File: src/hdl/ps2mct_pkg.sv
package ps2mct_pkg;

  // Fixed field widths of the byte stream, the registers and the reported position.
  localparam int BYTE_BITS   = 8;
  localparam int SCREEN_BITS = 13;
  localparam int PTR_BITS    = 8;
  localparam int POS_BITS    = 12;
  localparam int DELTA_BITS  = 9;
  localparam int CFG_IDX_BITS = 2;

  // Header byte bit positions.
  localparam int HDR_LEFT   = 0;
  localparam int HDR_RIGHT  = 1;
  localparam int HDR_SYNC   = 3;
  localparam int HDR_XSIGN  = 4;
  localparam int HDR_YSIGN  = 5;

  // Register reset values.
  localparam logic [SCREEN_BITS-1:0] SCREEN_W_RST = 13'd1024;
  localparam logic [SCREEN_BITS-1:0] SCREEN_H_RST = 13'd768;
  localparam logic [PTR_BITS-1:0]    PTR_W_RST    = 8'd16;
  localparam logic [PTR_BITS-1:0]    PTR_H_RST    = 8'd16;

  // Cursor home position after reset.
  localparam int CURSOR_HOME = 50;

  // Configuration register indexes.
  typedef enum logic [CFG_IDX_BITS-1:0] {
    REG_SCREEN_W = 2'd0,
    REG_SCREEN_H = 2'd1,
    REG_PTR_W    = 2'd2,
    REG_PTR_H    = 2'd3
  } reg_idx_t;

  // Where the framer is within a three byte packet.
  typedef enum logic [1:0] {
    POS_HEADER = 2'd0,
    POS_DX     = 2'd1,
    POS_DY     = 2'd2
  } pos_t;

  // Configuration values seen by the cursor logic.
  typedef struct packed {
    logic [SCREEN_BITS-1:0] screen_width;
    logic [SCREEN_BITS-1:0] screen_height;
    logic [PTR_BITS-1:0]    pointer_width;
    logic [PTR_BITS-1:0]    pointer_height;
  } cfg_t;

  // What the framer decided for the byte being accepted.
  typedef struct packed {
    logic                         done;
    logic                         dropped;
    logic                         left;
    logic                         right;
    logic signed [DELTA_BITS-1:0] dx;
    logic signed [DELTA_BITS-1:0] dy;
  } pkt_t;

endpackage

File: src/hdl/ps2mct_regs.sv
module ps2mct_regs
  import ps2mct_pkg::*;
(
  input  logic                    clk,
  input  logic                    rst,
  input  logic                    cfg_valid,
  output logic                    cfg_ready,
  input  logic [CFG_IDX_BITS-1:0] cfg_index,
  input  logic [SCREEN_BITS-1:0]  cfg_data,
  output cfg_t                    cfg
);

  // Writes are always taken.
  assign cfg_ready = 1'b1;

  // Register file with reset defaults; data is cut to each register's width.
  always_ff @(posedge clk) begin
    if (rst) begin
      cfg.screen_width   <= SCREEN_W_RST;
      cfg.screen_height  <= SCREEN_H_RST;
      cfg.pointer_width  <= PTR_W_RST;
      cfg.pointer_height <= PTR_H_RST;
    end else if (cfg_valid && cfg_ready) begin
      unique case (reg_idx_t'(cfg_index))
        REG_SCREEN_W: cfg.screen_width   <= cfg_data;
        REG_SCREEN_H: cfg.screen_height  <= cfg_data;
        REG_PTR_W:    cfg.pointer_width  <= cfg_data[PTR_BITS-1:0];
        REG_PTR_H:    cfg.pointer_height <= cfg_data[PTR_BITS-1:0];
        default: ;
      endcase
    end
  end

endmodule

File: src/hdl/ps2mct_framer.sv
module ps2mct_framer
  import ps2mct_pkg::*;
(
  input  logic                 clk,
  input  logic                 rst,
  input  logic                 accept,
  input  logic [BYTE_BITS-1:0] data_byte,
  output pos_t                 pos,
  output pkt_t                 pkt
);

  pos_t                 pos_next;
  logic [BYTE_BITS-1:0] header_byte;
  logic [BYTE_BITS-1:0] delta_x_byte;

  // Next position within the packet. A header without the sync bit is dropped.
  always_comb begin
    unique case (pos)
      POS_HEADER: pos_next = data_byte[HDR_SYNC] ? POS_DX : POS_HEADER;
      POS_DX:     pos_next = POS_DY;
      POS_DY:     pos_next = POS_HEADER;
      default:    pos_next = data_byte[HDR_SYNC] ? POS_DX : POS_HEADER;
    endcase
  end

  // Packet decode for the current byte.
  always_comb begin
    pkt.done    = 1'b0;
    pkt.dropped = 1'b0;
    pkt.left    = header_byte[HDR_LEFT];
    pkt.right   = header_byte[HDR_RIGHT];
    pkt.dx      = {header_byte[HDR_XSIGN], delta_x_byte};
    pkt.dy      = {header_byte[HDR_YSIGN], data_byte};
    unique case (pos)
      POS_HEADER: pkt.dropped = !data_byte[HDR_SYNC];
      POS_DX:     ;
      POS_DY:     pkt.done = 1'b1;
      default:    pkt.dropped = !data_byte[HDR_SYNC];
    endcase
  end

  // Position counter.
  always_ff @(posedge clk) begin
    if (rst) begin
      pos <= POS_HEADER;
    end else if (accept) begin
      pos <= pos_next;
    end
  end

  // Captured header and X delta bytes.
  always_ff @(posedge clk) begin
    if (rst) begin
      header_byte  <= '0;
      delta_x_byte <= '0;
    end else if (accept) begin
      if (pos == POS_DX) begin
        delta_x_byte <= data_byte;
      end else if (pos != POS_DY && data_byte[HDR_SYNC]) begin
        header_byte <= data_byte;
      end
    end
  end

endmodule

File: src/hdl/ps2mct_cursor.sv
module ps2mct_cursor
  import ps2mct_pkg::*;
#(
  parameter int COORD_BITS = 12
) (
  input  logic                  clk,
  input  logic                  rst,
  input  logic                  accept,
  input  pkt_t                  pkt,
  input  cfg_t                  cfg,
  output logic [COORD_BITS-1:0] col_next,
  output logic [COORD_BITS-1:0] row_next,
  output logic                  left_next,
  output logic                  right_next
);

  // Signed working width that holds a coordinate, a delta and a screen size.
  localparam int CW = ((COORD_BITS > SCREEN_BITS) ? COORD_BITS : SCREEN_BITS) + 3;
  localparam logic signed [CW-1:0] COORD_MAX = CW'({COORD_BITS{1'b1}});

  logic [COORD_BITS-1:0] col;
  logic [COORD_BITS-1:0] row;
  logic                  left_state;
  logic                  right_state;

  logic signed [CW-1:0] sum_x;
  logic signed [CW-1:0] sum_y;
  logic signed [CW-1:0] lim_x_raw;
  logic signed [CW-1:0] lim_y_raw;
  logic signed [CW-1:0] lim_x;
  logic signed [CW-1:0] lim_y;
  logic signed [CW-1:0] new_x;
  logic signed [CW-1:0] new_y;

  // Edge limits, saturated to the coordinate range.
  always_comb begin
    lim_x_raw = $signed(CW'(cfg.screen_width)) - $signed(CW'(cfg.pointer_width));
    lim_y_raw = $signed(CW'(cfg.screen_height)) - $signed(CW'(cfg.pointer_height))
                - CW'(1);
    if (lim_x_raw < 0)              lim_x = '0;
    else if (lim_x_raw > COORD_MAX) lim_x = COORD_MAX;
    else                            lim_x = lim_x_raw;
    if (lim_y_raw < 0)              lim_y = '0;
    else if (lim_y_raw > COORD_MAX) lim_y = COORD_MAX;
    else                            lim_y = lim_y_raw;
  end

  // Move the cursor and clamp; the low edge is tested first.
  always_comb begin
    sum_x = $signed(CW'(col)) + CW'(pkt.dx);
    sum_y = $signed(CW'(row)) - CW'(pkt.dy);
    if (sum_x < 0)          new_x = '0;
    else if (sum_x > lim_x) new_x = lim_x;
    else                    new_x = sum_x;
    if (sum_y < 0)          new_y = '0;
    else if (sum_y > lim_y) new_y = lim_y;
    else                    new_y = sum_y;
  end

  // State after this byte; only a completed packet changes it.
  always_comb begin
    col_next   = col;
    row_next   = row;
    left_next  = left_state;
    right_next = right_state;
    if (pkt.done) begin
      col_next   = new_x[COORD_BITS-1:0];
      row_next   = new_y[COORD_BITS-1:0];
      left_next  = pkt.left;
      right_next = pkt.right;
    end
  end

  always_ff @(posedge clk) begin
    if (rst) begin
      col         <= COORD_BITS'(CURSOR_HOME);
      row         <= COORD_BITS'(CURSOR_HOME);
      left_state  <= 1'b0;
      right_state <= 1'b0;
    end else if (accept) begin
      col         <= col_next;
      row         <= row_next;
      left_state  <= left_next;
      right_state <= right_next;
    end
  end

endmodule

File: src/hdl/ps2_mouse_cursor_tracker.sv
// A result beat is registered and appears in the cycle after its byte is accepted.
// Throughput: one byte per cycle; the single output register drains while the
// next byte is taken, so the only limit is the downstream stall.
// Reset (rst, synchronous): cursor at column 50 row 50, buttons released,
// framer waiting for a header, registers at 1024x768 screen and 16x16 pointer.
module ps2_mouse_cursor_tracker
  import ps2mct_pkg::*;
#(
  parameter int COORD_BITS = 12
) (
  input  logic                    clk,
  input  logic                    rst,
  input  logic                    cfg_valid,
  output logic                    cfg_ready,
  input  logic [CFG_IDX_BITS-1:0] cfg_index,
  input  logic [SCREEN_BITS-1:0]  cfg_data,
  input  logic                    in_valid,
  output logic                    in_stall,
  input  logic [BYTE_BITS-1:0]    data_byte,
  output logic                    out_valid,
  input  logic                    out_stall,
  output logic [POS_BITS-1:0]     pos_x,
  output logic [POS_BITS-1:0]     pos_y,
  output logic                    left_pressed,
  output logic                    right_pressed,
  output logic                    packet_done,
  output logic                    byte_dropped
);

  cfg_t                  cfg;
  pos_t                  pos;
  pkt_t                  pkt;
  logic                  in_acc;
  logic [COORD_BITS-1:0] col_next;
  logic [COORD_BITS-1:0] row_next;
  logic                  left_next;
  logic                  right_next;

  // A byte is taken unless a result beat is held by the consumer.
  assign in_stall = out_valid && out_stall;
  assign in_acc   = in_valid && !in_stall;

  ps2mct_regs u_regs (
    .clk       (clk),
    .rst       (rst),
    .cfg_valid (cfg_valid),
    .cfg_ready (cfg_ready),
    .cfg_index (cfg_index),
    .cfg_data  (cfg_data),
    .cfg       (cfg)
  );

  ps2mct_framer u_framer (
    .clk       (clk),
    .rst       (rst),
    .accept    (in_acc),
    .data_byte (data_byte),
    .pos       (pos),
    .pkt       (pkt)
  );

  ps2mct_cursor #(
    .COORD_BITS (COORD_BITS)
  ) u_cursor (
    .clk        (clk),
    .rst        (rst),
    .accept     (in_acc),
    .pkt        (pkt),
    .cfg        (cfg),
    .col_next   (col_next),
    .row_next   (row_next),
    .left_next  (left_next),
    .right_next (right_next)
  );

  // Output valid flag.
  always_ff @(posedge clk) begin
    if (rst) begin
      out_valid <= 1'b0;
    end else if (in_acc) begin
      out_valid <= 1'b1;
    end else if (!out_stall) begin
      out_valid <= 1'b0;
    end
  end

  // Output payload register, loaded with each accepted byte's result.
  always_ff @(posedge clk) begin
    if (in_acc) begin
      pos_x         <= POS_BITS'(col_next);
      pos_y         <= POS_BITS'(row_next);
      left_pressed  <= left_next;
      right_pressed <= right_next;
      packet_done   <= pkt.done;
      byte_dropped  <= pkt.dropped;
    end
  end

  // A beat never reports a finished packet and a dropped byte together.
  assert property (@(posedge clk) disable iff (rst)
    out_valid |-> !(packet_done && byte_dropped))
    else $error("packet_done and byte_dropped both set");

  // A header byte without the sync bit is reported as dropped.
  assert property (@(posedge clk) disable iff (rst)
    (in_acc && pos == POS_HEADER && !data_byte[HDR_SYNC]) |=> (out_valid && byte_dropped))
    else $error("unsynced header byte not dropped");

  // Cursor row only moves when a packet completes: it matches the last beat's row.
  assert property (@(posedge clk) disable iff (rst)
    (in_acc && !pkt.done && out_valid) |-> (POS_BITS'(row_next) == pos_y))
    else $error("cursor row moved without a packet");

endmodule

File: config.mk
export PLATFORM = sky130hd
export DESIGN_NAME = ps2_mouse_cursor_tracker
export DESIGN_NICKNAME = d
export VERILOG_FILES = /design/src/hdl/ps2mct_pkg.sv /design/src/hdl/ps2mct_regs.sv /design/src/hdl/ps2mct_framer.sv /design/src/hdl/ps2mct_cursor.sv /design/src/hdl/ps2_mouse_cursor_tracker.sv
export SDC_FILE = /design/constraint.sdc
export NUM_CORES = 1
export LEC_CHECK = 0
export BUFFER_PORTS_ARGS = -buffer_cell sky130_fd_sc_hd__buf_2
export CAP_MARGIN = 5
export CORE_MARGIN = 2
export CORE_UTILIZATION = 25
export CTS_CLUSTER_SIZE = 12
export DETAILED_ROUTE_END_ITERATION = 10
export SLEW_MARGIN = 20
export SYNTH_ARGS = -nofsm -noshare
export SYNTH_HDL_FRONTEND = slang
export SYNTH_HIERARCHICAL = 1
export SYNTH_SLANG_ARGS = --single-unit
File: constraint.sdc
create_clock -name clk -period 6 [get_ports clk]
set_input_delay 0.6 -clock clk [delete_from_list [all_inputs] [get_ports clk]]
set_output_delay 0.6 -clock clk [all_outputs]
set_load 0.03 [all_outputs]
Yosys cells after proc, flatten, opt, wreduce, memory -nomap -nowiden
Index checks and enable logic that the tools add are counted.
W data, S select, Z words.
{"block": "totals", "register_bits": 113, "inputBits": 28, "out_inout_bits": 31, "word_cells": 69}
{"block": "op_classes", "n_addsub": 5, "magnitude_cmp": 8, "n_eq_ne": 7, "n_mux": 17, "bitwise": 1, "n_reduce_logical": 13}
{"op": "$mux W12", "count": 6}
{"op": "$mux W16", "count": 4}
{"op": "$lt A14 B1 Y1 const B", "count": 3}
{"op": "$gt A14 B16 Y1", "count": 2}
{"op": "$sub A13 B8 Y14", "count": 2}
{"op": "$gt A16 B13 Y1 const B", "count": 1}
{"op": "$lt A16 B1 Y1 const B", "count": 1}
{"op": "$sub A14 B2 Y15 const B", "count": 1}
{"op": "$add A13 B9 Y14", "count": 1}
{"op": "$gt A14 B13 Y1 const B", "count": 1}
{"op": "$sub A13 B9 Y14", "count": 1}
{"op": "$reduce_and A2 Y1", "count": 5}
{"op": "$eq A2 B2 Y1 const B", "count": 3}
{"op": "$mux W1", "count": 6}
{"op": "$eq A2 B1 Y1 const B", "count": 2}
{"op": "$pmux W2 S2", "count": 1}
{"op": "$logic_and A1 B1 Y1", "count": 3}
{"op": "$reduce_and A3 Y1", "count": 1}
{"op": "$logic_not A1 Y1", "count": 2}
{"op": "$logic_not A2 Y1", "count": 1}
{"op": "$ne A2 B1 Y1 const B", "count": 1}
{"op": "$ne A2 B2 Y1 const B", "count": 1}
{"op": "$reduce_or A2 Y1", "count": 1}
{"op": "$not A1 Y1", "count": 1}

Depth between registers and ports, before layout
Gate-level depths: netlist of the first run.
{"block": "depth", "ltp_word": 9, "ltp_mapped": 23, "mapped_depth_nobuf": 23}

Modules after synthesis
Netlist of the first run, hierarchy kept.
{"mod": "ps2mct_cursor", "n_inst": 1, "cells_per_inst": 664, "area_per_inst_um2": 4948.5, "seq_area_each_um2": 520.5}
{"mod": "ps2mct_regs", "n_inst": 1, "cells_per_inst": 161, "area_per_inst_um2": 1707.9, "seq_area_each_um2": 840.8}
{"mod": "ps2_mouse_cursor_tracker", "n_inst": 1, "cells_per_inst": 33, "area_per_inst_um2": 887.1, "seq_area_each_um2": 860.8}
{"mod": "ps2mct_framer", "n_inst": 1, "cells_per_inst": 76, "area_per_inst_um2": 740.7, "seq_area_each_um2": 280.3}

Least setup slack after synthesis of the first run
Ideal clock, no wire load.
{"block": "synth_path", "kind": "register to register", "startpoint": "register u_regs/cfg[16] (netlist name)", "endpoint": "register pos_y[3] (data pin)", "setup_time_ns": 0.260, "arrival_ns": 4.718, "required_time_ns": 5.740, "slack_ns": 1.022, "stages_incl_launch_ff": 24, "path_buffers": 0, "period_less_slack_ns": 4.978, "path_cell_list": "dfxtp_1 > inv_1 > ha_1 > inv_1 > fa_1 > a211o_1 > a21o_1 > a211o_1 > a2111oi_4 > nand3_1 > xor2_1 > o2111ai_1 > o21bai_1 > o21ai_0 > ha_1 > and3_1 > o21ai_0 > nand2_1 > nand2_1 > a22oi_1 > nand3_1 > o21bai_2 > o22ai_1 > o2bb2ai_1"}
{"block": "synth_between", "elab_chain_cells": 9, "word_cells_on_any_way": 10, "cone_classes": "add/sub: 2; order compare: 3; mux: 5"}
{"item": "$sub A13 B8 Y14 (*)", "line": "ps2mct_cursor.sv:38", "source": "lim_y_raw = $signed(CW'(cfg.screen_height)) - $signed(CW'(cfg.pointer_height))"}
{"item": "$sub A14 B2 Y15 (*)", "line": "ps2mct_cursor.sv:39", "source": "- CW'(1);"}
{"item": "$gt A16 B13 Y1", "line": "ps2mct_cursor.sv:44", "source": "else if (lim_y_raw > COORD_MAX) lim_y = COORD_MAX;"}
{"item": "$mux W16", "line": "ps2mct_cursor.sv:44"}
{"item": "$mux W16 (*)", "line": "ps2mct_cursor.sv:43", "source": "if (lim_y_raw < 0) lim_y = '0;"}
{"item": "$gt A14 B16 Y1", "line": "ps2mct_cursor.sv:56", "source": "else if (sum_y > lim_y) new_y = lim_y;"}
{"item": "$mux W12 (*)", "line": "ps2mct_cursor.sv:56"}
{"item": "$mux W12 (*)", "line": "ps2mct_cursor.sv:55", "source": "if (sum_y < 0) new_y = '0;"}
{"item": "$mux W12 (*)", "line": "ps2mct_cursor.sv:66", "source": "if (pkt.done) begin"}
{"item": "via row_next[3]", "line": "ps2_mouse_cursor_tracker.sv:35", "source": "logic [COORD_BITS-1:0] row_next;"}
{"item": "to (signal assigned)", "line": "ps2_mouse_cursor_tracker.sv:91", "source": "pos_y <= POS_BITS'(row_next);"}
{"item": "to (decl)", "line": "ps2_mouse_cursor_tracker.sv:23", "source": "output logic [POS_BITS-1:0] pos_y,"}
The timed path passes the listed nets; every way through them passes the cells marked *.
A chain may end at the register's enable or synchronous reset.

Final worst setup path of the first run
{"block": "layout_path", "startpoint": "register u_regs/cfg[16] (netlist name)", "endpoint": "register u_cursor.row[6]"}
{"block": "layout_between", "elab_chain_cells": 9, "word_cells_on_any_way": 10, "cone_classes": "add/sub: 2; order compare: 3; mux: 5"}
{"item": "$sub A13 B8 Y14 (*)", "line": "ps2mct_cursor.sv:38"}
{"item": "$sub A14 B2 Y15 (*)", "line": "ps2mct_cursor.sv:39"}
{"item": "$gt A16 B13 Y1", "line": "ps2mct_cursor.sv:44"}
{"item": "$mux W16", "line": "ps2mct_cursor.sv:44"}
{"item": "$mux W16 (*)", "line": "ps2mct_cursor.sv:43"}
{"item": "$gt A14 B16 Y1", "line": "ps2mct_cursor.sv:56"}
{"item": "$mux W12 (*)", "line": "ps2mct_cursor.sv:56"}
{"item": "$mux W12 (*)", "line": "ps2mct_cursor.sv:55"}
{"item": "$mux W12 (*)", "line": "ps2mct_cursor.sv:66"}
{"item": "to (signal assigned)", "line": "ps2mct_cursor.sv:77", "source": "row <= COORD_BITS'(CURSOR_HOME);"}
{"item": "to (signal assigned)", "line": "ps2mct_cursor.sv:82", "source": "row <= row_next;"}
{"item": "to (decl)", "line": "ps2mct_cursor.sv:22", "source": "logic [COORD_BITS-1:0] row;"}
Every way passes the cells marked *; elsewhere a longest branch is shown, timed or not.

==> results.md, run 1 <==
* Multi-input logic area at 0.00535 sq mm
* Area share of the largest cell type after synthesis at 0.201
* Total CTS buffers at 9
* Die height at 186 um
* Final setup vio count at 0
* Rows at 66
* Layout Cells excl Fill at 1,413
* Setup tns final at 0 ns
* Max IR drop VDD at 0.136 mV
* RePlAce Congestion at 0.851
* Layout cells sized above 1 at 0.129
* Fillers at 3,453
* Post-synthesis area per instance at 8.87 sq um
* Worst hold slack at 0.467 ns
* Dpl cells at 1,397
* Post-Synthesis Cells at 934
* Area leader, netlist: dfxtp_1
* Crit path from: u_regs/cfg[16]$_SDFFE_PP0P_
* Synth Area in Simple Gates at 0.184
* Die X at 186 um
* Share of the yosys chip area belonging to registers at 0.302
* Fin crit period at 5.51 ns
* Synth top area cells: dfxtp_1 (20%), ha_1 (11%), edfxtp_1 (10%), mux2i_1 (6.0%), nand2b_1 (5.2%)
* Total grt overflow at 0
* Routed WL per cell at 14.8 um
* Crit path max fanout at 9
* IO Port Bufs at 57
* Adder-Cell Fraction of Synth Area at 0.121
* Post-route ant nets at 0
* Asr flop ratio synth at 0
* First-pass GRT wire length at 33.8 mm
* CP Launch Type: register
* Most frequent cell after synthesis: dfxtp_1
* Lkg Pwr at 0.00378 uW
* Top post-synthesis cells by count: dfxtp_1 (83), ha_1 (74), nand2b_1 (69), nor2_1 (57), inv_1 (55)
* Number of distinct library cells after synthesis at 81
* Pin count of the biggest net entering global routing at 71
* Initial antenna violation count at 2
* Synth Area in Compound Gates at 0.224
* Reg2reg path depth at 20
* Initial Utilization at 0.254
* Top FF cell, synth: dfxtp_1
* GR Util met2 at 0.178
* R2r setup slk at 0.49 ns
* Max Slew Vio Count at 0
* Vias after detailed routing at 6,757
* Post-DP HPWL at 16.1 mm
* TritonCTS Sinks at 111
* Reg clk slew, reported paths at 0.08 ns
* Area Overhead vs Synth at 11.7%
* Critical path capture point type: register
* Worst slew pin tran at 0.930 ns
* Max-Cap Viols at 0
* DR pass1 iterations at 5
* Core ar. at 0.0326 sq mm
* Total track usage at 0.122
* Insertion delay to the later sink of the worst-skew pair at 0.36 ns
* Status: completed
* Met1 Usage GRT at 0.180
* Yosys Warn Count at 6
* Crit path capture: u_cursor/row[6]$_SDFFE_PP0P_
* Fin crit share at 0.918
* Vias in the first global route at 6,391
* Main combinational cell family by area after synthesis: compound AO/OA/AOI/OAI gates
* Clock root cell: clkbuf_16
* H-tree depth at 3
* XOR/XNOR Fraction of Synth Area at 0.0421
* Max Clock Freq at 182 MHz
* Setup Skew at 0.0101 ns
* Drt via density at 4.78
* GRT met3 Usage at 0.0258
* # diodes at 0
* Busiest layer in global routing: met1
* #FFs+latches synth at 111
* Mux cell area share after synthesis at 0.0699
* Reg-to-Reg End: u_cursor/row[6]$_SDFFE_PP0P_
* Worst r2r src: u_regs/cfg[16]$_SDFFE_PP0P_
* Crit path required time at 6.27 ns
* Pwr/cell area at 207 mW/mm^2
* Remaining DRCs at 0
* Reg area at 0.00250 sq mm
* TritonCTS clock tree: built
* Routed WL at 20.9 mm
* Post-Synthesis Cell Area at 0.00828 sq mm
* Number of flops mapped to enable cells by yosys at 28
* Die ar. at 0.0346 sq mm
* Fin. Hold Viols at 0
* Ports at 59
* CP Class: register to register
* DRT iter0 DRCs at 401
* Unrepaired setup endpoints after global routing: no
* Slew Limit Headroom at 0.378
* Clock Tree Buf Depth at 2
* Final nets at 1,072
* Hold WC Path Type: primary input to register
* Arrival time at the worst endpoint at 5.78 ns
-- worst min path at each step --
| stage | startpoint | cells after the start | end | slack, ns |
|---|---|---|---|---|
| 2_1_floorplan | u_framer/header_byte[0]$_SDFFE_PP0P_ | 2 | u_framer/header_byte[0]$_SDFFE_PP0P_ | 0.44 |
| 3_3_place_gp | u_regs/cfg[29]$_SDFFE_PP0P_ | 2 | u_regs/cfg[29]$_SDFFE_PP0P_ | 0.46 |
| 3_5_place_dp | u_regs/cfg[29]$_SDFFE_PP0P_ | 2 | u_regs/cfg[29]$_SDFFE_PP0P_ | 0.46 |
| 4_1_cts | in_valid | 3 | out_valid$_SDFFE_PP0P_ | 0.46 |
| 5_1_grt | in_valid | 3 | out_valid$_SDFFE_PP0P_ | 0.48 |
| 6_report | in_valid | 3 | out_valid$_SDFFE_PP0P_ | 0.47 |
-- layer usage --
metal,up-vias,part of all wire
met1,3157,0.53
met5,-,0.00034
met4,2,0.015
met3,23,0.046
met2,135,0.41
li1,3440,-
-- power breakdown --
| group | switching, uW | total, uW | internal [uW] | leakage, uW |
|---|---|---|---|---|
| logic | 321 | 524 | 203 | 0.00270 |
| registers | 15.9 | 807 | 792 | 0.000940 |
| clock network | 299 | 589 | 290 | 0.000140 |
-- cell usage in the layout, fill, tap and decap left out, types with 12 or more instances in the layout --
cell type,count
ha_1,74
nor3_1,12
a21o_1,13
nand2_1,53
inv_1,55
a21oi_1,54
o21a_1,14
dfxtp_1,83
nor2b_1,17
o22ai_1,14
nor2_1,57
xnor2_1,26
nand2b_1,69
edfxtp_1,28
a211oi_1,13
mux2i_1,50
xor2_1,12
nand3_1,23
o21ai_0,39
buf_2,57
-- stage by stage --
| step | instance area, sq um | setup WS, ns | power, uW | utilization |
|---|---|---|---|---|
| 5_1_grt | 9250 | 0.0898 | 2030 | 0.284 |
| 2_1_floorplan | 8290 | 1.02 | 1210 | - |
| 3_3_place_gp | 8960 | 0.457 | 1330 | 0.275 |
| 6_report | 9250 | 0.491 | 1920 | 0.284 |
| 3_5_place_dp | 8960 | 0.259 | 1340 | 0.275 |
| 4_1_cts | 9240 | 0.264 | 1930 | 0.283 |
-- registers in the layout, indices dropped and copies added, names as in the netlist --
name and count:
u_cursor/row 12, u_regs/cfg 42, u_cursor/right_state 1, u_cursor/left_state 1, u_cursor/col 12, u_framer/pos 2, pos_y 12, u_framer/header_byte 4
u_framer/delta_x_byte 8, left_pressed 1, byte_dropped 1, right_pressed 1, packet_done 1, pos_x 12, out_valid 1
-- worst max-delay path, stage by stage (launching register included) --
cell	delay (ns)
dfxtp_1	0.31
inv_1	0.05
ha_1	0.14
inv_1	0.05
fa_1	0.39
a211o_1	0.36
a21o_1	0.19
a211o_1	0.36
a2111oi_4	0.44
o221ai_1	0.21
a211oi_1	0.40
a32oi_1	0.21
inv_1	0.09
ha_1	0.24
a21oi_1	0.16
o21ai_0	0.15
a2111oi_1	0.49
a22oi_2	0.21
a311o_1	0.36
or2_1	0.38
o31ai_2	0.25
-- cells by family (layout without fill, tap and decap cells) --
family,count (synthesis),in the layout
other,2,4
DFF,111,111
xor gates and xnor gates,39,39
AOI/OAI and AO/OA,258,258
and+or+nand+nor,286,286
buffers and inverters,103,138
muxes,57,57
adders and majority gates,78,78
-- what timing repair did --
item	4_1_cts	5_1_grt
hold buffers	0	0
buffers inserted	0	0
endpoints found under the hold margin	0	0
endpoints found under the setup margin	0	20
resized for setup	0	5
-- layout make-up --
type                       count  share of cell area
multi-input combinational    722               0.578
sequential                   111               0.270
tap                          442              0.0598
timing repair buffer          67              0.0389
clock buffer                  10              0.0247
inverter                      55              0.0223
clock inverter                 6             0.00554
Note: power is estimated with default switching activity, not from simulation.
==> inputs of run 2 (changes only) <==
--- a/config.mk
+++ b/config.mk
@@ -11,6 +11,7 @@
 export CORE_UTILIZATION = 25
 export CTS_CLUSTER_SIZE = 12
 export DETAILED_ROUTE_END_ITERATION = 10
+export RECOVER_POWER = 50
 export SLEW_MARGIN = 20
 export SYNTH_ARGS = -nofsm -noshare
 export SYNTH_HDL_FRONTEND = slang
==> run 2 against run 1 <==
  * The flow now finishes with violations (capacitance limit, slew limit)
  * Cell area down 0.57%
  * Cell count unchanged
  * Combinational power about the same
  * Count of clock-buffer cells in the layout unchanged
  * Flip-flop and latch count unchanged
  * Critical path type unchanged
  * Largest power group unchanged
==> results.md, run 2 (synthesis gave the netlist of run 1 again) <==
* Fin. Hold Viols at 0 (unchanged)
* Setup WS post-layout at 0.465 ns (-0.0260 ns)
* # diodes at 0 (unchanged)
* Setup Skew at 0.0100 ns (-0.0000829 ns)
* Initial antenna violation count at 2 (unchanged)
* First-pass GRT wire length at 33.8 mm (unchanged)
* Dpl ws at 0.259 ns (unchanged)
* Most used cell, CP: inv_1
* Max Slew Vio Count at 167 (+167)
* Max IR drop VDD at 0.136 mV (+0.33%)
* Post-Layout Inst Area at 0.00920 sq mm (-0.57%)
* Layout Cells excl Fill at 1,413 (unchanged)
* Slowest stage cell, crit path: a2111oi_1
* CP peak stage delay at 0.49 ns (about the same)
* TritonCTS Sinks at 111 (unchanged)
* Remaining DRCs at 0 (unchanged)
* Worst slew pin tran at 2.81 ns (+1.88 ns)
* Critical path cell sequence: inv_1 -> ha_1 -> inv_1 -> fa_1 -> a211o_1 -> a21o_1 -> a211o_1 -> a2111oi_4 -> o221ai_1 -> a211oi_1 -> a32oi_1 -> inv_1 -> ha_1 -> a21oi_1 -> o21ai_0 -> a2111oi_1 -> a22oi_2 -> a311o_1 -> or2_1 -> o31ai_2
* TritonCTS clock tree: built
* Die height at 186 um (unchanged)
* Crit path required time at 6.26 ns (about the same)
* Post-CTS Setup Bufs at 0 (unchanged)
* Vias in the first global route at 6,391 (unchanged)
* Most frequent cells in the layout: dfxtp_1 (83), ha_1 (74), nand2b_1 (69)
* Max reg flops at 42 (unchanged)
* H-tree depth at 3 (unchanged)
* Area Overhead vs Synth at 11.1%
* Fillers at 3,467 (+0.41%)
* DR pass1 iterations at 5 (unchanged)
* Final nets at 1,072 (unchanged)
* CP Launch Type: register
* Ports at 59 (unchanged)
* Core ar. at 0.0326 sq mm (unchanged)
* Critical path's top delay family: compound AO/OA/AOI/OAI gates
* Hold WC Path Type: primary input to register
* Fin crit share at 0.923 (+0.00434)
* IO Port Bufs at 57 (unchanged)
* Die X at 186 um (unchanged)
* Failing checks: capacitance limit, slew limit
* Lkg Pwr at 0.00368 uW (-2.7%)
* Routed WL per cell at 14.8 um (about the same)
* Unrepaired setup endpoints after global routing: no
* Arrival time at the worst endpoint at 5.79 ns (about the same)
* Pwr/cell area at 209 mW/mm^2 (+0.53%)
* Final setup vio count at 0 (unchanged)
* Layout cells sized above 1 at 0.0906 (-0.0381)
* R2r setup slk at 0.46 ns (-0.03 ns)
* Setup tns final at 0 ns (unchanged)
* CP Class: register to register
* Max-Cap Viols at 3 (+3)
* Total CTS buffers at 9 (unchanged)
* Post-DP HPWL at 16.1 mm (unchanged)
* Pin count of the biggest net entering global routing at 71 (unchanged)
* Insertion delay to the later sink of the worst-skew pair at 0.36 ns (about the same)
* DP Area at 0.00896 sq mm (unchanged)
* Max Clock Freq at 181 MHz (-0.47%)
* Critical path capture point type: register
* Total track usage at 0.122 (unchanged)
* Vias after detailed routing at 6,745 (-0.18%)
* Initial Utilization at 0.254 (unchanged)
* DRT iter0 DRCs at 405 (+1.0%)
* Clock root cell: clkbuf_16
* Crit path max fanout at 9 (unchanged)
* Post-route ant nets at 0 (unchanged)
* Clock Tree Buf Depth at 2 (unchanged)
* Slew Limit Headroom at -0.874 (-1.25)
* Rows at 66 (unchanged)
* RePlAce Congestion at 0.851 (unchanged)
* CP bufs+invs at 3 (unchanged)
* Status: finished with violations
* Commonest non-fill, non-tap cell in the layout: dfxtp_1
* Drt via density at 4.77 (-0.18%)
* # hold bufs at CTS at 0 (unchanged)
* Fin crit period at 5.54 ns (+0.0260 ns)
* Die ar. at 0.0346 sq mm (unchanged)
* Dpl cells at 1,397 (unchanged)
* Routed WL at 20.9 mm (about the same)
* Reg clk slew, reported paths at 0.08 ns (about the same)
* Top reg by flops: u_regs/cfg
* Total grt overflow at 0 (unchanged)
==> run 2: metrics by stage <==
stage | utilization | hold WS [ns] | power [uW]
finish | 0.282 | 0.469 | 1920
global route | 0.282 | 0.476 | 2030
CTS | 0.283 | 0.462 | 1930
detailed placement | 0.275 | 0.462 | 1340
global placement | 0.275 | 0.462 | 1330
floorplan | - | 0.445 | 1210
==> run 2: where the power goes <==
group	internal (uW)	switching, uW
Sequential	792	16.1
Combinational	200	321
Clock	290	299
Total	1280	636
==> run 2: metal layers <==
metal  vias up  global-route usage  part of all wire
li1       3442                   -                 -
met1      3155               0.180              0.54
met2       123               0.178              0.40
met3        23              0.0258             0.044
met4         2              0.0302             0.015
met5         -                   0           0.00034
==> run 2: path summary, 6_finish.rpt <==
kind,startpoint,end,depth (start not counted)
worst max-delay path,u_regs/cfg[16]$_SDFFE_PP0P_,u_cursor/row[6]$_SDFFE_PP0P_,20
worst min-delay path,in_valid,out_valid$_SDFFE_PP0P_,3
worst max register to register,u_regs/cfg[16]$_SDFFE_PP0P_,u_cursor/row[6]$_SDFFE_PP0P_,20
worst min register to register,u_regs/cfg[29]$_SDFFE_PP0P_,u_regs/cfg[29]$_SDFFE_PP0P_,2
==> run 2: cell type report <==
cell class / count / area [sq um] / share of cell area
Sequential cell: 111 / 2500 / 0.272
Tap cell: 442 / 553 / 0.0601
Inverter: 55 / 206 / 0.0224
Timing Repair Buffer: 67 / 310 / 0.0337
Clock buffer: 10 / 229 / 0.0249
Clock inverter: 6 / 51.3 / 0.00558
Multi-Input combinational cell: 722 / 5350 / 0.581
==> run 2: repair_timing <==
action,4_1_cts,5_1_grt
hold endpoints to repair,0,0
endpoints found under the setup margin,0,20
gates resized for setup,0,5
==> run 2: worst reg2reg max path, cell delays in order, from the launching register on <==
cell,delay (ns)
dfxtp_1,0.31
inv_1,0.05
ha_1,0.14
inv_1,0.05
fa_1,0.39
a211o_1,0.36
a21o_1,0.19
a211o_1,0.36
a2111oi_4,0.44
o221ai_1,0.21
a211oi_1,0.41
a32oi_1,0.21
inv_1,0.09
ha_1,0.24
a21oi_1,0.16
o21ai_0,0.15
a2111oi_1,0.49
a22oi_2,0.21
a311o_1,0.36
or2_1,0.38
o31ai_2,0.25
==> inputs of run 3 (changes only) <==
--- a/config.mk
+++ b/config.mk
@@ -9,6 +9,7 @@
 export CAP_MARGIN = 5
 export CORE_MARGIN = 2
 export CORE_UTILIZATION = 25
+export CTS_BUF_LIST = sky130_fd_sc_hd__clkbuf_4
 export CTS_CLUSTER_SIZE = 12
 export DETAILED_ROUTE_END_ITERATION = 10
 export RECOVER_POWER = 50
==> run 3 against run 2 <==
  * The run still ends with capacitance limit, slew limit left
  * Setup slack got worse by 0.0044 ns
  * Register-to-register slack barely moved
  * Critical path depth fell by 1
  * Global-route usage about the same
  * Non-clock buffer count unchanged
  * Clock power fell by 37%
  * Critical path type unchanged
==> results.md, run 3 (synthesis gave the netlist of run 1 again) <==
* Layout cells sized above 1 at 0.0937 (+0.00309)
* Utilization after layout at 0.278 (-0.00441)
* Fin crit period at 5.54 ns (+0.00441 ns)
* Critical path capture point type: register
* Max Clock Freq at 181 MHz (about the same)
* Commonest non-fill, non-tap cell in the layout: dfxtp_1
* Clock group share of total power at 0.219 (-0.088)
* Die X at 186 um (unchanged)
* H-tree depth at 3 (unchanged)
* Clock Tree Buf Depth at 2 (unchanged)
* Setup Skew at 0.0265 ns (+0.0165 ns)
* Hold WC Path Type: primary input to register
* Fin crit share at 0.923 (about the same)
* P_int at 1090 uW (-15%)
* Worst r2r src: u_regs/cfg[0]$_SDFFE_PP0P_
* Tot Pwr at 1710 uW (-11%)
* Comb pwr share at 0.306 (+0.035)
* Max IR drop VDD at 0.106 mV (-22%)
* Lkg Pwr at 0.00362 uW (-1.6%)
* Vias in the first global route at 6,406 (+0.23%)
* Routed WL per cell at 14.8 um (about the same)
* Vias after detailed routing at 6,775 (+0.44%)
* Post-route ant nets at 0 (unchanged)
* Dpl cells at 1,397 (unchanged)
* Critical path cell sequence: ha_1 -> inv_1 -> fa_1 -> a211o_1 -> a21o_1 -> a211o_1 -> a2111oi_4 -> o221ai_1 -> a211oi_1 -> a32oi_1 -> inv_1 -> ha_1 -> a21oi_1 -> o21ai_0 -> a2111oi_1 -> a22oi_2 -> a311o_1 -> or2_1 -> o31ai_2
* Max-Cap Viols at 3 (unchanged)
* NetSw at 613 uW (-3.6%)
* Reg-to-Reg End: u_cursor/row[6]$_SDFFE_PP0P_
* Setup tns final at 0 ns (unchanged)
* Crit path from: u_regs/cfg[0]$_SDFFE_PP0P_
* Initial Utilization at 0.254 (unchanged)
* Slew Limit Headroom at -0.868 (+0.00603)
* Slowest stage cell, crit path: a2111oi_1
* Arrival time at the worst endpoint at 5.97 ns (+0.18 ns)
* R2r setup slk at 0.46 ns (about the same)
* CP Class: register to register
* First-pass GRT wire length at 33.8 mm (about the same)
* TritonCTS Sinks at 111 (unchanged)
* DRT iter0 DRCs at 359 (-11%)
* RePlAce Congestion at 0.851 (unchanged)
* Ports at 59 (unchanged)
* CP Launch Type: register
* Crit path capture: u_cursor/row[6]$_SDFFE_PP0P_
* Max reg flops at 42 (unchanged)
* Total grt overflow at 0 (unchanged)
* Switch share at 0.360 (+0.0283)
* Die ar. at 0.0346 sq mm (unchanged)
* Total CTS buffers at 9 (unchanged)
* Crit path required time at 6.43 ns (+0.17 ns)
* DR pass1 iterations at 5 (unchanged)
* Remaining DRCs at 0 (unchanged)
* Post-DP HPWL at 16.1 mm (unchanged)
* Drt via density at 4.78 (+0.23%)
* Max Slew Vio Count at 167 (unchanged)
* Most frequent cells in the layout: dfxtp_1 (83), ha_1 (74), nand2b_1 (69)
* Final setup vio count at 0 (unchanged)
* Setup WS post-layout at 0.460 ns (-0.00441 ns)
* Worst slew pin tran at 2.80 ns (-0.00904 ns)
* Reg2reg path depth at 19 (-5.0%)
* Unrepaired setup endpoints after global routing: no
* TritonCTS clock tree: built
* Pin count of the biggest net entering global routing at 71 (unchanged)
* Failing checks: capacitance limit, slew limit
* Area Overhead vs Synth at 9.33%
* Top reg by flops: u_regs/cfg
* Crit path max fanout at 9 (unchanged)
* Total track usage at 0.122 (+0.000452)
* Post-CTS Setup Bufs at 0 (unchanged)
* Layout Cells excl Fill at 1,416 (+0.21%)
* Pwr/cell area at 188 mW/mm^2 (-9.7%)
* Final nets at 1,072 (unchanged)
* Rows at 66 (unchanged)
* Core ar. at 0.0326 sq mm (unchanged)
* Initial antenna violation count at 3 (+1)
* Fin. Hold Viols at 0 (unchanged)
* Routed WL at 20.9 mm (+0.30%)
* Insertion delay to the later sink of the worst-skew pair at 0.51 ns (+0.15 ns)
* Die height at 186 um (unchanged)
* Dpl ws at 0.259 ns (unchanged)
* Clock root cell: clkbuf_4
* CP peak stage delay at 0.49 ns (about the same)
* Reg power frac at 0.475 (+0.054)
* Status: finished with violations
* Reg clk slew, reported paths at 0.19 ns (+0.11 ns)
* IO Port Bufs at 57 (unchanged)
==> run 3: repair_timing <==
| action | 4_1_cts | 5_1_grt |
|---|---|---|
| hold endpoints to repair | 0 | 0 |
| hold buffers | 0 | 0 |
| gates resized for setup | 0 | 5 |
| setup endpoints to repair | 0 | 21 |
==> run 3: layout make-up <==
class,instances,area (sq um)
Antenna cell,3,7.51
Clock buffer,10,75.1
Clock inverter,6,51.3
Fill cell,3497,23600
Inverter,55,206
Multi-Input combinational cell,722,5350
Sequential cell,111,2500
Tap cell,442,553
Timing Repair Buffer,67,313
==> run 3: critical path, delay by kind of cell, from the launching register on <==
family                     cells  cell delay (ns)
AOI/OAI and AO/OA             13             3.79
adders and majority gates      3             0.80
and+or+nand+nor                1             0.39
DFF                            1             0.37
buffers and inverters          2             0.14
==> run 3: per-layer routing <==
metal  wire (um)  track usage  vias up
li1            -            -     3445
met1       11200        0.180     3183
met2        8460        0.178      126
met3         953       0.0264       19
met4         314       0.0321        2
met5           7            0        -
==> run 3: per-stage QoR <==
| stage | hold slack (ns) | cell area, sq um |
|---|---|---|
| after floorplan | 0.445 | 8290 |
| after global placement | 0.462 | 8960 |
| after detailed placement | 0.462 | 8960 |
| after CTS | 0.274 | 9090 |
| after global routing | 0.278 | 9060 |
| final | 0.298 | 9060 |
==> run 3: how the worst min path moves through the flow <==
stage / startpoint / endpoint / slack [ns] / cells after the start
finish: in_valid / out_valid$_SDFFE_PP0P_ / 0.30 / 3
global route: in_valid / out_valid$_SDFFE_PP0P_ / 0.28 / 3
CTS: in_valid / out_valid$_SDFFE_PP0P_ / 0.27 / 3
detailed placement: u_regs/cfg[29]$_SDFFE_PP0P_ / u_regs/cfg[29]$_SDFFE_PP0P_ / 0.46 / 2
global placement: u_regs/cfg[29]$_SDFFE_PP0P_ / u_regs/cfg[29]$_SDFFE_PP0P_ / 0.46 / 2
floorplan: u_framer/header_byte[0]$_SDFFE_PP0P_ / u_framer/header_byte[0]$_SDFFE_PP0P_ / 0.44 / 2
==> run 3: power groups by stage <==
stage               Sequential (uW)  Clock, uW  Combinational, uW
floorplan                       840          0                374
global placement                825          0                508
detailed placement              825          0                515
CTS                             810        390                518
global route                    814        418                580
finish                          810        374                521
